`config.mk`:
```
export PLATFORM = sky130hd
export DESIGN_NAME = serial_drive_command_decoder_top
export DESIGN_NICKNAME = d
export VERILOG_FILES = /design/src/hdl/sdcd_pkg.sv /design/src/hdl/sdcd_core.sv /design/src/hdl/serial_drive_command_decoder_top.sv
export SDC_FILE = /design/constraint.sdc
export NUM_CORES = 1
export LEC_CHECK = 0
export BUFFER_PORTS_ARGS = -buffer_cell sky130_fd_sc_hd__buf_4
export CELL_PAD_IN_SITES_DETAIL_PLACEMENT = 0
export CELL_PAD_IN_SITES_GLOBAL_PLACEMENT = 2
export CORE_MARGIN = 2
export CORE_UTILIZATION = 34
export DETAILED_ROUTE_END_ITERATION = 12
export PLACE_DENSITY_LB_ADDON = 0.1
export SYNTH_ARGS = -nofsm -noshare
export SYNTH_HDL_FRONTEND = slang
export SYNTH_SLANG_ARGS = --single-unit
export TNS_END_PERCENT = 50
```
`constraint.sdc`:
```
create_clock -name clk -period 3.1 [get_ports clk]
set_input_delay 0.465 -clock clk [delete_from_list [all_inputs] [get_ports clk]]
set_output_delay 0.465 -clock clk [all_outputs]
set_load 0.01 [all_outputs]
```
`src/hdl/sdcd_pkg.sv`:
```
// ----------------------------------------------------------------------------
// sdcd_pkg
// Shared types and constants for the serial drive command decoder.
// ----------------------------------------------------------------------------
package sdcd_pkg;

  localparam int BUFFER_LEN = 200;
  localparam int CNT_W      = $clog2(BUFFER_LEN);
  localparam int KEPT_BYTES = 4;
  localparam int IDX_W      = $clog2(KEPT_BYTES);
  localparam int TDATA_W    = 24;

  localparam logic [7:0] TERMINATOR  = 8'h3B;
  localparam logic [7:0] CENTRE      = 8'd127;

  // Command letters
  localparam logic [7:0] CMD_GO      = 8'h67;  // 'g'
  localparam logic [7:0] CMD_GO_2ND  = 8'h6F;  // 'o'
  localparam logic [7:0] CMD_STOP    = 8'h73;  // 's'
  localparam logic [7:0] CMD_A       = 8'h61;  // 'a'
  localparam logic [7:0] CMD_B       = 8'h62;  // 'b'
  localparam logic [7:0] CMD_LEFT    = 8'h6C;  // 'l'
  localparam logic [7:0] CMD_RIGHT   = 8'h72;  // 'r'

  localparam logic signed [1:0] DIR_FWD  = 2'sb01;
  localparam logic signed [1:0] DIR_REV  = 2'sb11;
  localparam logic signed [1:0] DIR_STOP = 2'sb00;

  typedef struct packed {
    logic signed [8:0] speed_target;
    logic signed [1:0] master_dir;
    logic signed [1:0] slave_dir;
    logic [7:0]        drive_byte;
    logic              send_message;
    logic              command_done;
  } res_t;

endpackage

```
`src/hdl/sdcd_core.sv`:
```
// ----------------------------------------------------------------------------
// sdcd_core
// Command buffer, drive state and the per-beat decode of one received byte.
// ----------------------------------------------------------------------------
module sdcd_core
  import sdcd_pkg::*;
(
  input  logic       clk,
  input  logic       rst_n,
  input  logic       fire,
  input  logic [7:0] rx_byte,
  output res_t       res
);

  logic [7:0]        cmd_r   [KEPT_BYTES];
  logic [7:0]        cmd_nxt [KEPT_BYTES];
  logic [CNT_W-1:0]  count_r, count_nxt;
  logic              mode_r, mode_nxt;
  logic signed [1:0] mdir_r, mdir_nxt;
  logic signed [1:0] sdir_r, sdir_nxt;
  logic signed [8:0] speed_r, speed_nxt;
  logic [7:0]        bus_r, bus_nxt;

  logic [7:0]        go_val;
  logic signed [8:0] bus_diff;
  logic [8:0]        bus_dev;
  logic [8:0]        speed_abs;
  logic [CNT_W:0]    count_inc;
  logic              send;
  logic              done;
  logic              steer;
  logic signed [1:0] steer_m, steer_s;

  always_comb begin
    go_val    = 8'({cmd_r[2][3:0], 3'b000}) + 8'({cmd_r[2][3:0], 1'b0})
              + 8'(cmd_r[3][3:0]);
    bus_diff  = $signed({1'b0, bus_r}) - $signed({1'b0, CENTRE});
    bus_dev   = bus_diff[8] ? 9'(-bus_diff) : 9'(bus_diff);
    speed_abs = speed_r[8] ? 9'(-speed_r) : 9'(speed_r);
    count_inc = {1'b0, count_r} + (CNT_W+1)'(1);

    cmd_nxt   = cmd_r;
    count_nxt = count_r;
    mode_nxt  = mode_r;
    mdir_nxt  = mdir_r;
    sdir_nxt  = sdir_r;
    speed_nxt = speed_r;
    bus_nxt   = bus_r;
    send      = 1'b0;
    done      = 1'b0;
    steer     = 1'b0;
    steer_m   = DIR_STOP;
    steer_s   = DIR_STOP;

    if (rx_byte == TERMINATOR) begin
      done      = 1'b1;
      count_nxt = '0;
      unique case (cmd_r[0])
        CMD_GO: begin
          if (cmd_r[1] == CMD_GO_2ND) begin
            unique case (mdir_r)
              DIR_FWD: speed_nxt = $signed({1'b0, go_val});
              DIR_REV: speed_nxt = $signed(9'(-{1'b0, go_val}));
              default: speed_nxt = '0;
            endcase
            unique case (sdir_r)
              DIR_FWD: bus_nxt = CENTRE + go_val;
              DIR_REV: bus_nxt = CENTRE - go_val;
              default: bus_nxt = CENTRE;
            endcase
            send     = 1'b1;
            mode_nxt = 1'b1;
          end
        end
        CMD_STOP: begin
          mdir_nxt  = DIR_STOP;
          sdir_nxt  = DIR_STOP;
          speed_nxt = '0;
          bus_nxt   = CENTRE;
          send      = 1'b1;
        end
        CMD_A: begin
          steer = 1'b1; steer_m = DIR_FWD; steer_s = DIR_REV;
        end
        CMD_B: begin
          steer = 1'b1; steer_m = DIR_REV; steer_s = DIR_FWD;
        end
        CMD_LEFT: begin
          steer = 1'b1; steer_m = DIR_FWD; steer_s = DIR_FWD;
        end
        CMD_RIGHT: begin
          steer = 1'b1; steer_m = DIR_REV; steer_s = DIR_REV;
        end
        default: ;
      endcase
      if (steer) begin
        mdir_nxt = steer_m;
        sdir_nxt = steer_s;
        // re-sign the speed and reflect the drive byte about the centre
        if (mode_r) begin
          speed_nxt = (steer_m == DIR_FWD) ? $signed(speed_abs) : $signed(9'(-speed_abs));
          bus_nxt   = (steer_s == DIR_FWD) ? CENTRE + bus_dev[7:0] : CENTRE - bus_dev[7:0];
          send      = 1'b1;
        end
      end
    end else begin
      if (count_r < CNT_W'(KEPT_BYTES)) begin
        cmd_nxt[count_r[IDX_W-1:0]] = rx_byte;
      end
      count_nxt = (count_inc >= (CNT_W+1)'(BUFFER_LEN)) ? '0 : count_inc[CNT_W-1:0];
    end

    res.speed_target = speed_nxt;
    res.master_dir   = mdir_nxt;
    res.slave_dir    = sdir_nxt;
    res.drive_byte   = bus_nxt;
    res.send_message = send;
    res.command_done = done;
  end

  always_ff @(posedge clk) begin
    if (!rst_n) begin
      for (int i = 0; i < KEPT_BYTES; i++) begin
        cmd_r[i] <= '0;
      end
      count_r <= '0;
      mode_r  <= 1'b0;
      mdir_r  <= DIR_STOP;
      sdir_r  <= DIR_STOP;
      speed_r <= '0;
      bus_r   <= CENTRE;
    end else if (fire) begin
      cmd_r   <= cmd_nxt;
      count_r <= count_nxt;
      mode_r  <= mode_nxt;
      mdir_r  <= mdir_nxt;
      sdir_r  <= sdir_nxt;
      speed_r <= speed_nxt;
      bus_r   <= bus_nxt;
    end
  end

endmodule

```
`src/hdl/serial_drive_command_decoder_top.sv`:
```
// ----------------------------------------------------------------------------
// serial_drive_command_decoder_top
// Decodes drive commands from received serial bytes, one result per byte.
// ----------------------------------------------------------------------------
// Each byte is held in the input register, decoded combinationally and then
// held in the result register; a stalled output (out_tready low) holds both.
// Throughput: one byte per cycle unless the output stalls (single decode stage).
// Reset (rst_n, synchronous, active low) empties both registers, clears the
// command buffer and drive state and sets the drive byte to 127.
module serial_drive_command_decoder_top
  import sdcd_pkg::*;
(
  input  logic               clk,
  input  logic               rst_n,
  input  logic               in_tvalid,
  output logic               in_tready,
  input  logic [7:0]         in_tdata,   // [7:0] rx_byte
  output logic               out_tvalid,
  input  logic               out_tready,
  output logic [TDATA_W-1:0] out_tdata,  // [8:0] speed_target, [10:9] master_dir,
                                         // [12:11] slave_dir, [20:13] drive_byte
  output logic               out_tuser,  // [0] send_message
  output logic               out_tlast   // command_done
);

  logic       in_vld_r;
  logic [7:0] in_byte_r;
  logic       out_vld_r;
  res_t       out_res_r;
  res_t       res;
  logic       adv;
  logic       fire;

  assign adv       = !out_vld_r || out_tready;
  assign in_tready = !in_vld_r || adv;
  assign fire      = in_vld_r && adv;

  sdcd_core u_core (
    .clk     (clk),
    .rst_n   (rst_n),
    .fire    (fire),
    .rx_byte (in_byte_r),
    .res     (res)
  );

  always_ff @(posedge clk) begin
    if (!rst_n) begin
      in_vld_r  <= 1'b0;
      out_vld_r <= 1'b0;
    end else begin
      if (in_tready) begin
        in_vld_r <= in_tvalid;
      end
      if (adv) begin
        out_vld_r <= in_vld_r;
      end
    end
  end

  always_ff @(posedge clk) begin
    if (in_tvalid && in_tready) begin
      in_byte_r <= in_tdata;
    end
    if (fire) begin
      out_res_r <= res;
    end
  end

  assign out_tvalid = out_vld_r;
  assign out_tdata  = {3'b000, out_res_r.drive_byte, out_res_r.slave_dir,
                       out_res_r.master_dir, out_res_r.speed_target};
  assign out_tuser  = out_res_r.send_message;
  assign out_tlast  = out_res_r.command_done;

endmodule
```
### After elaboration in Yosys (flattened, before gate mapping)

Cells that the tools add are included.

| word-level totals | value |
|---|---|
| output and inout port bits | 28 |
| logic and storage cells | 103 |
| bits in registers | 95 |
| bits of input ports | 12 |

| cells by class | value |
|---|---|
| eq/ne operators | 14 |
| reduce and logical (&&, ||, !) cells | 14 |
| add/subtract/negate cells | 12 |
| $lt $le $gt $ge | 4 |
| bitwise logic cells | 2 |
| muxes and demuxes | 38 |

Operators by type and width:

| kind | number |
|---|---|
| $mux W8 | 9 |
| $eq A8 B7 Y1 const B | 7 |
| $mux W9 | 6 |
| $pmux W9 S2 | 2 |
| $bwmux W32 | 1 |
| $pmux W8 S2 | 2 |
| $neg A9 Y9 | 2 |
| $add A7 B8 Y8 const A | 2 |
| $demux W8 S2 | 1 |
| $mux W2 | 8 |
| $sub A7 B8 Y8 const A | 2 |
| $add A8 B1 Y9 const B | 1 |
| $ge A9 B8 Y1 const B | 1 |
| $neg A8 Y9 | 1 |
| $sub A8 B7 Y9 const B | 1 |
| $add A7 B5 Y8 | 1 |
| $add A8 B4 Y8 | 1 |
| $eq A2 B2 Y1 const B | 4 |
| $eq A8 B6 Y1 const B | 1 |
| $lt A8 B3 Y1 const B | 1 |
| $neg A8 Y8 | 1 |
| $pmux W2 S2 | 2 |
| $reduce_or A2 Y1 | 4 |
| $mux W1 | 6 |
| 12 further kinds | 17 |

### Logic depth before layout (Yosys ltp)

| logic depth | value |
|---|---|
| depth in word-level cells | 9 |
| mapped depth | 12 |
| gate-level depth less buffers | 12 |

### Modules after synthesis

A second synthesis with hierarchy kept.

| second synthesis, totals | value |
|---|---|
| cell total of the unflattened synthesis | 638 |
| area total of the unflattened synthesis | 5491.5 um2 |

Modules (own cells, without submodules):

| module | times used | cells an instance | area each (um2) | sequential area each (um2) |
|---|---|---|---|---|
| sdcd_core | 1 | 594 | 4430.5 | 1081.0 |
| serial_drive_command_decoder_top | 1 | 44 | 1061.0 | 970.9 |

### Worst setup path after synthesis

OpenSTA, ideal clock, no wires.

| path | value |
|---|---|
| path type | reg-to-reg |
| from | register u_core.cmd_r[3] in the netlist's numbering |
| to | register out_res_r (netlist bit out_tdata[20]) (data pin) |
| setup time | 273 ps |
| path buffers | 0 |
| required time | 2827 ps |
| arrival | 2627 ps |
| period minus slack after synthesis | 2900 ps |
| cell stages (with the launch flop) | 12 |
| slack | 200 ps |
| cells stage by stage | dfxtp_1 -> inv_1 -> fa_1 -> inv_1 -> fa_1 -> xor2_1 -> or3_1 -> nor3_1 -> nor2_1 -> xor2_1 -> a32oi_1 -> a31oi_1 |

RTL lines:

| what | RTL line | RTL |
|---|---|---|
| start: declaration | sdcd_core.sv:15 | `logic [7:0] cmd_r [KEPT_BYTES];` |
| start signal: assignment | sdcd_core.sv:133 | `cmd_r <= cmd_nxt;` |
| end signal: assignment | serial_drive_command_decoder_top.sv:65 | `out_res_r <= res;` |
| end: declaration | serial_drive_command_decoder_top.sv:29 | `res_t out_res_r;` |

==> results_dict.tcl <==
set metrics [dict create \
    clock_insertion_delay_worst_skew_ps 350 \
    drv_cap 0 \
    coreArea_sq_mm 0.0152 \
    diodes 0 \
    portBuffers 36 \
    synth-warning-count 0 \
    totalNegativeSetupSlack_ps 0 \
    cts-root-buf "sky130_fd_sc_hd__clkbuf_16" \
    grt.total_usage_pct 18.2 \
    first_iter_violations 311 \
    power.ir.vdd_worst_v 0.000419 \
    route.detailed.vias_per_inst 5.34 \
    synth_top_cells_by_count "72 x sky130_fd_sc_hd__nor2_1, 64 x sky130_fd_sc_hd__nand2_1, 56 x sky130_fd_sc_hd__dfxtp_1, 38 x sky130_fd_sc_hd__a21oi_1" \
    comb_power_share_pct 9.5 \
    clock_tree_from_tritoncts "done" \
    fin_nets 665 \
    nature_of_the_critical_path_endpoint "register" \
    synth_area_per_cell_sq_um 8.71 \
    synthesis.instances 607 \
    num-fill-cells 1545 \
    synth_top_area_share_pct 21.2 \
    synth_ff_type "sky130_fd_sc_hd__dfxtp_1" \
    fin_total_pwr_w 0.00258 \
    critical_path.max_fanout 5 \
    timing.final.max_slew_violations 0 \
    slew-limit-headroom_pct 58.8 \
    internal_dissipation_w 0.00189 \
    netlist_cell_types 74 \
    first_global_vias 4294 \
    critPathLaunchType "register" \
    power.leakage_nw 2.30 \
    post_synth_instance_area_sq_mm 0.00529 \
    worst-endpoint-arrival_ps 3040 \
    netlist_top_cells_area "sky130_fd_sc_hd__dfxtp_1 21%, sky130_fd_sc_hd__edfxtp_1 18%, sky130_fd_sc_hd__mux2i_1 5.9%" \
    ys_seq_elements 87 \
    finalCriticalPeriod_ps 2950 \
    initial_core_util_pct 34.8 \
    drt_drc_violations_left 0 \
    cts_buffers 9 \
    power.density_cell_area_mw_per_mm2 419 \
    detail_route.first_pass.iterations 4 \
    clock_power_share_pct 42.0 \
    gp_routability_congestion 0.821 \
    synth.most_common_cell "sky130_fd_sc_hd__nor2_1" \
    worst_pin_slew_ps 612 \
    cts_max_level 3 \
    seq_power_share_pct 48.6 \
    dr_total_vias 4429 \
    timing.final.setup_violations 0 \
    hold_bufs_inserted_after_cts 0 \
    number_of_enable_flip_flop_cells_after_synthesis 31 \
    chipHeight_um 129 \
    boundaryPins 40 \
    antenna_found_initial 0 \
    fin_hold_ws_ps 280 \
    post-place-ws_ps 48.7 \
    fin_crit_sh_pct 95.2 \
    placement_rows 45 \
    netSwitchingFraction_pct 26.8 \
    grt_start_max_net_pins 49 \
    drive_above_1_share_pct 14.6 \
    routed_wire_length_per_instance_um 17.2 \
    max_clock_freq_ghz 0.339 \
    dp_wirelength_um 10300 \
    rsz0062_at_grt "yes" \
    setup.worst_path.class "register to register" \
    synth_seq_area_share_pct 38.8 \
    fin_worst_skew_ps 8.02 \
    place_inst 813 \
    net-switching-power_w 0.000691 \
    detail_route.wirelength_um 14300 \
    post-route-worst-setup-slack_ps 148 \
    die_area_sq_mm 0.0166 \
    clock-sinks 87 \
    chipWidth_um 129 \
    drtAntennaViolNets 0 \
    grt-ovfl-total 0 \
    postSynth.asyncResetShare_pct 0 \
    grt_pass1_wl_um 23300 \
    cts.reportedPaths.clkPinSlew_ps 70 \
    areaGrowthSynthToFinish_pct 16.2 \
    synth_area_leader_cell "sky130_fd_sc_hd__dfxtp_1" \
    timing_hold_violations_final 0 \
    layoutNonFillerInstCount 830 \
    timing.hold.worst.class "primary input to register" \
    largest_buffer_count_on_any_clock_path 2 \
    run_status "complete, no violations" \
    worst-endpoint-required_ps 3190 \
]
## flip-flops by register name, indices dropped and copies added (netlist names)
signal,cells
out_tlast,1
u_core.sdir_r,2
u_core.bus_r,8
in_vld_r,1
u_core.speed_r,9
u_core.cmd_r,24
out_tvalid,1
u_core.mdir_r,2
out_tdata,21
out_tuser,1
u_core.count_r,8
in_byte_r,8
u_core.mode_r,1
## layer usage
metal | part of all wire [%] | global-route usage (%)
met1 | 48 | 23.7
met2 | 47 | 30.2
met3 | 3.6 | 4.53
met4 | 1.8 | 5.18
met5 | 0 | 0
## cell usage in the layout, fill, tap and decap left out, drive strengths merged, types with 7 or more instances in the layout
cell / count
a31oi: 7
nor3: 12
a21oi: 38
and2: 9
nand2: 64
xor2: 19
nor2: 72
inv: 18
nand3: 14
edfxtp: 31
xnor2: 19
dfxtp: 56
mux2i: 31
nand2b: 8
or3: 7
and3: 8
o21ai: 31
clkbuf: 9
o31ai: 8
ha: 14
buf: 59
## logic make-up (layout without fill, tap and decap cells)
kind of cell,after synthesis,in the layout,share of synthesized area (%)
and+or+nand+nor,232,232,21.6
adders and majority gates,16,16,4.07
AOI/OAI and AO/OA,144,144,18.3
xor gates and xnor gates,38,38,6.29
buffers and inverters,57,90,4.73
DFF,87,87,38.8
muxes,32,32,6.08
other,1,3,0.0709
## area by class of cell
class                           instances  area, sq um  share of cell area (%)
Timing Repair Buffer                   59          443                    7.21
Sequential cell                        87         2050                    33.4
Tap cell                              188          235                    3.83
Clock buffer                            9          225                    3.67
Multi-Input combinational cell        465         3060                    49.8
Inverter                               15         56.3                   0.916
Clock inverter                          7         75.1                    1.22
## critical path, stage by stage, from the launching register on
cell	delay, ps
sky130_fd_sc_hd__dfxtp_1	370
sky130_fd_sc_hd__inv_1	70
sky130_fd_sc_hd__fa_1	500
sky130_fd_sc_hd__inv_1	70
sky130_fd_sc_hd__fa_2	400
sky130_fd_sc_hd__a21o_1	210
sky130_fd_sc_hd__a21oi_4	180
sky130_fd_sc_hd__xnor2_4	110
sky130_fd_sc_hd__nor3_2	170
sky130_fd_sc_hd__nor2_1	70
sky130_fd_sc_hd__xor2_1	150
sky130_fd_sc_hd__a32oi_1	270
sky130_fd_sc_hd__a31oi_1	120
## path summary, 6_finish.rpt
| kind | from | endpoint | slack (ps) | depth (start not counted) |
|---|---|---|---|---|
| max | u_core.cmd_r[8]$_SDFFE_PN0P_ | out_tdata[20]$_DFFE_PP_ | 150 | 12 |
| min | in_tdata[2] | in_byte_r[2]$_DFFE_PP_ | 280 | 1 |
| max reg2reg | u_core.cmd_r[8]$_SDFFE_PN0P_ | out_tdata[20]$_DFFE_PP_ | 150 | 12 |
| min reg2reg | u_core.mode_r$_SDFFE_PN0P_ | u_core.mode_r$_SDFFE_PN0P_ | 490 | 2 |
## power groups by stage
stage	combinational [W]	sequential [W]	clock, W
after global routing	0.000273	0.00126	0.00117
final	0.000244	0.00125	0.00108
after global placement	0.000244	0.00128	0
after floorplan	0.000180	0.00126	0
after CTS	0.000246	0.00125	0.00113
after detailed placement	0.000245	0.00128	0
## timing repair
action / in CTS / in global routing
buffers inserted: 0 / 1
endpoints found under the setup margin: 0 / 8
resized for setup: 0 / 11
## through the flow
stage                     utilization (%)  area, sq um
after detailed placement             38.0         5770
after global placement               38.0         5770
after global routing                 40.4         6140
final                                40.4         6140
after floorplan                         -         5300
after CTS                            40.0         6070
No activity file was read; power rests on OpenSTA's default activity.
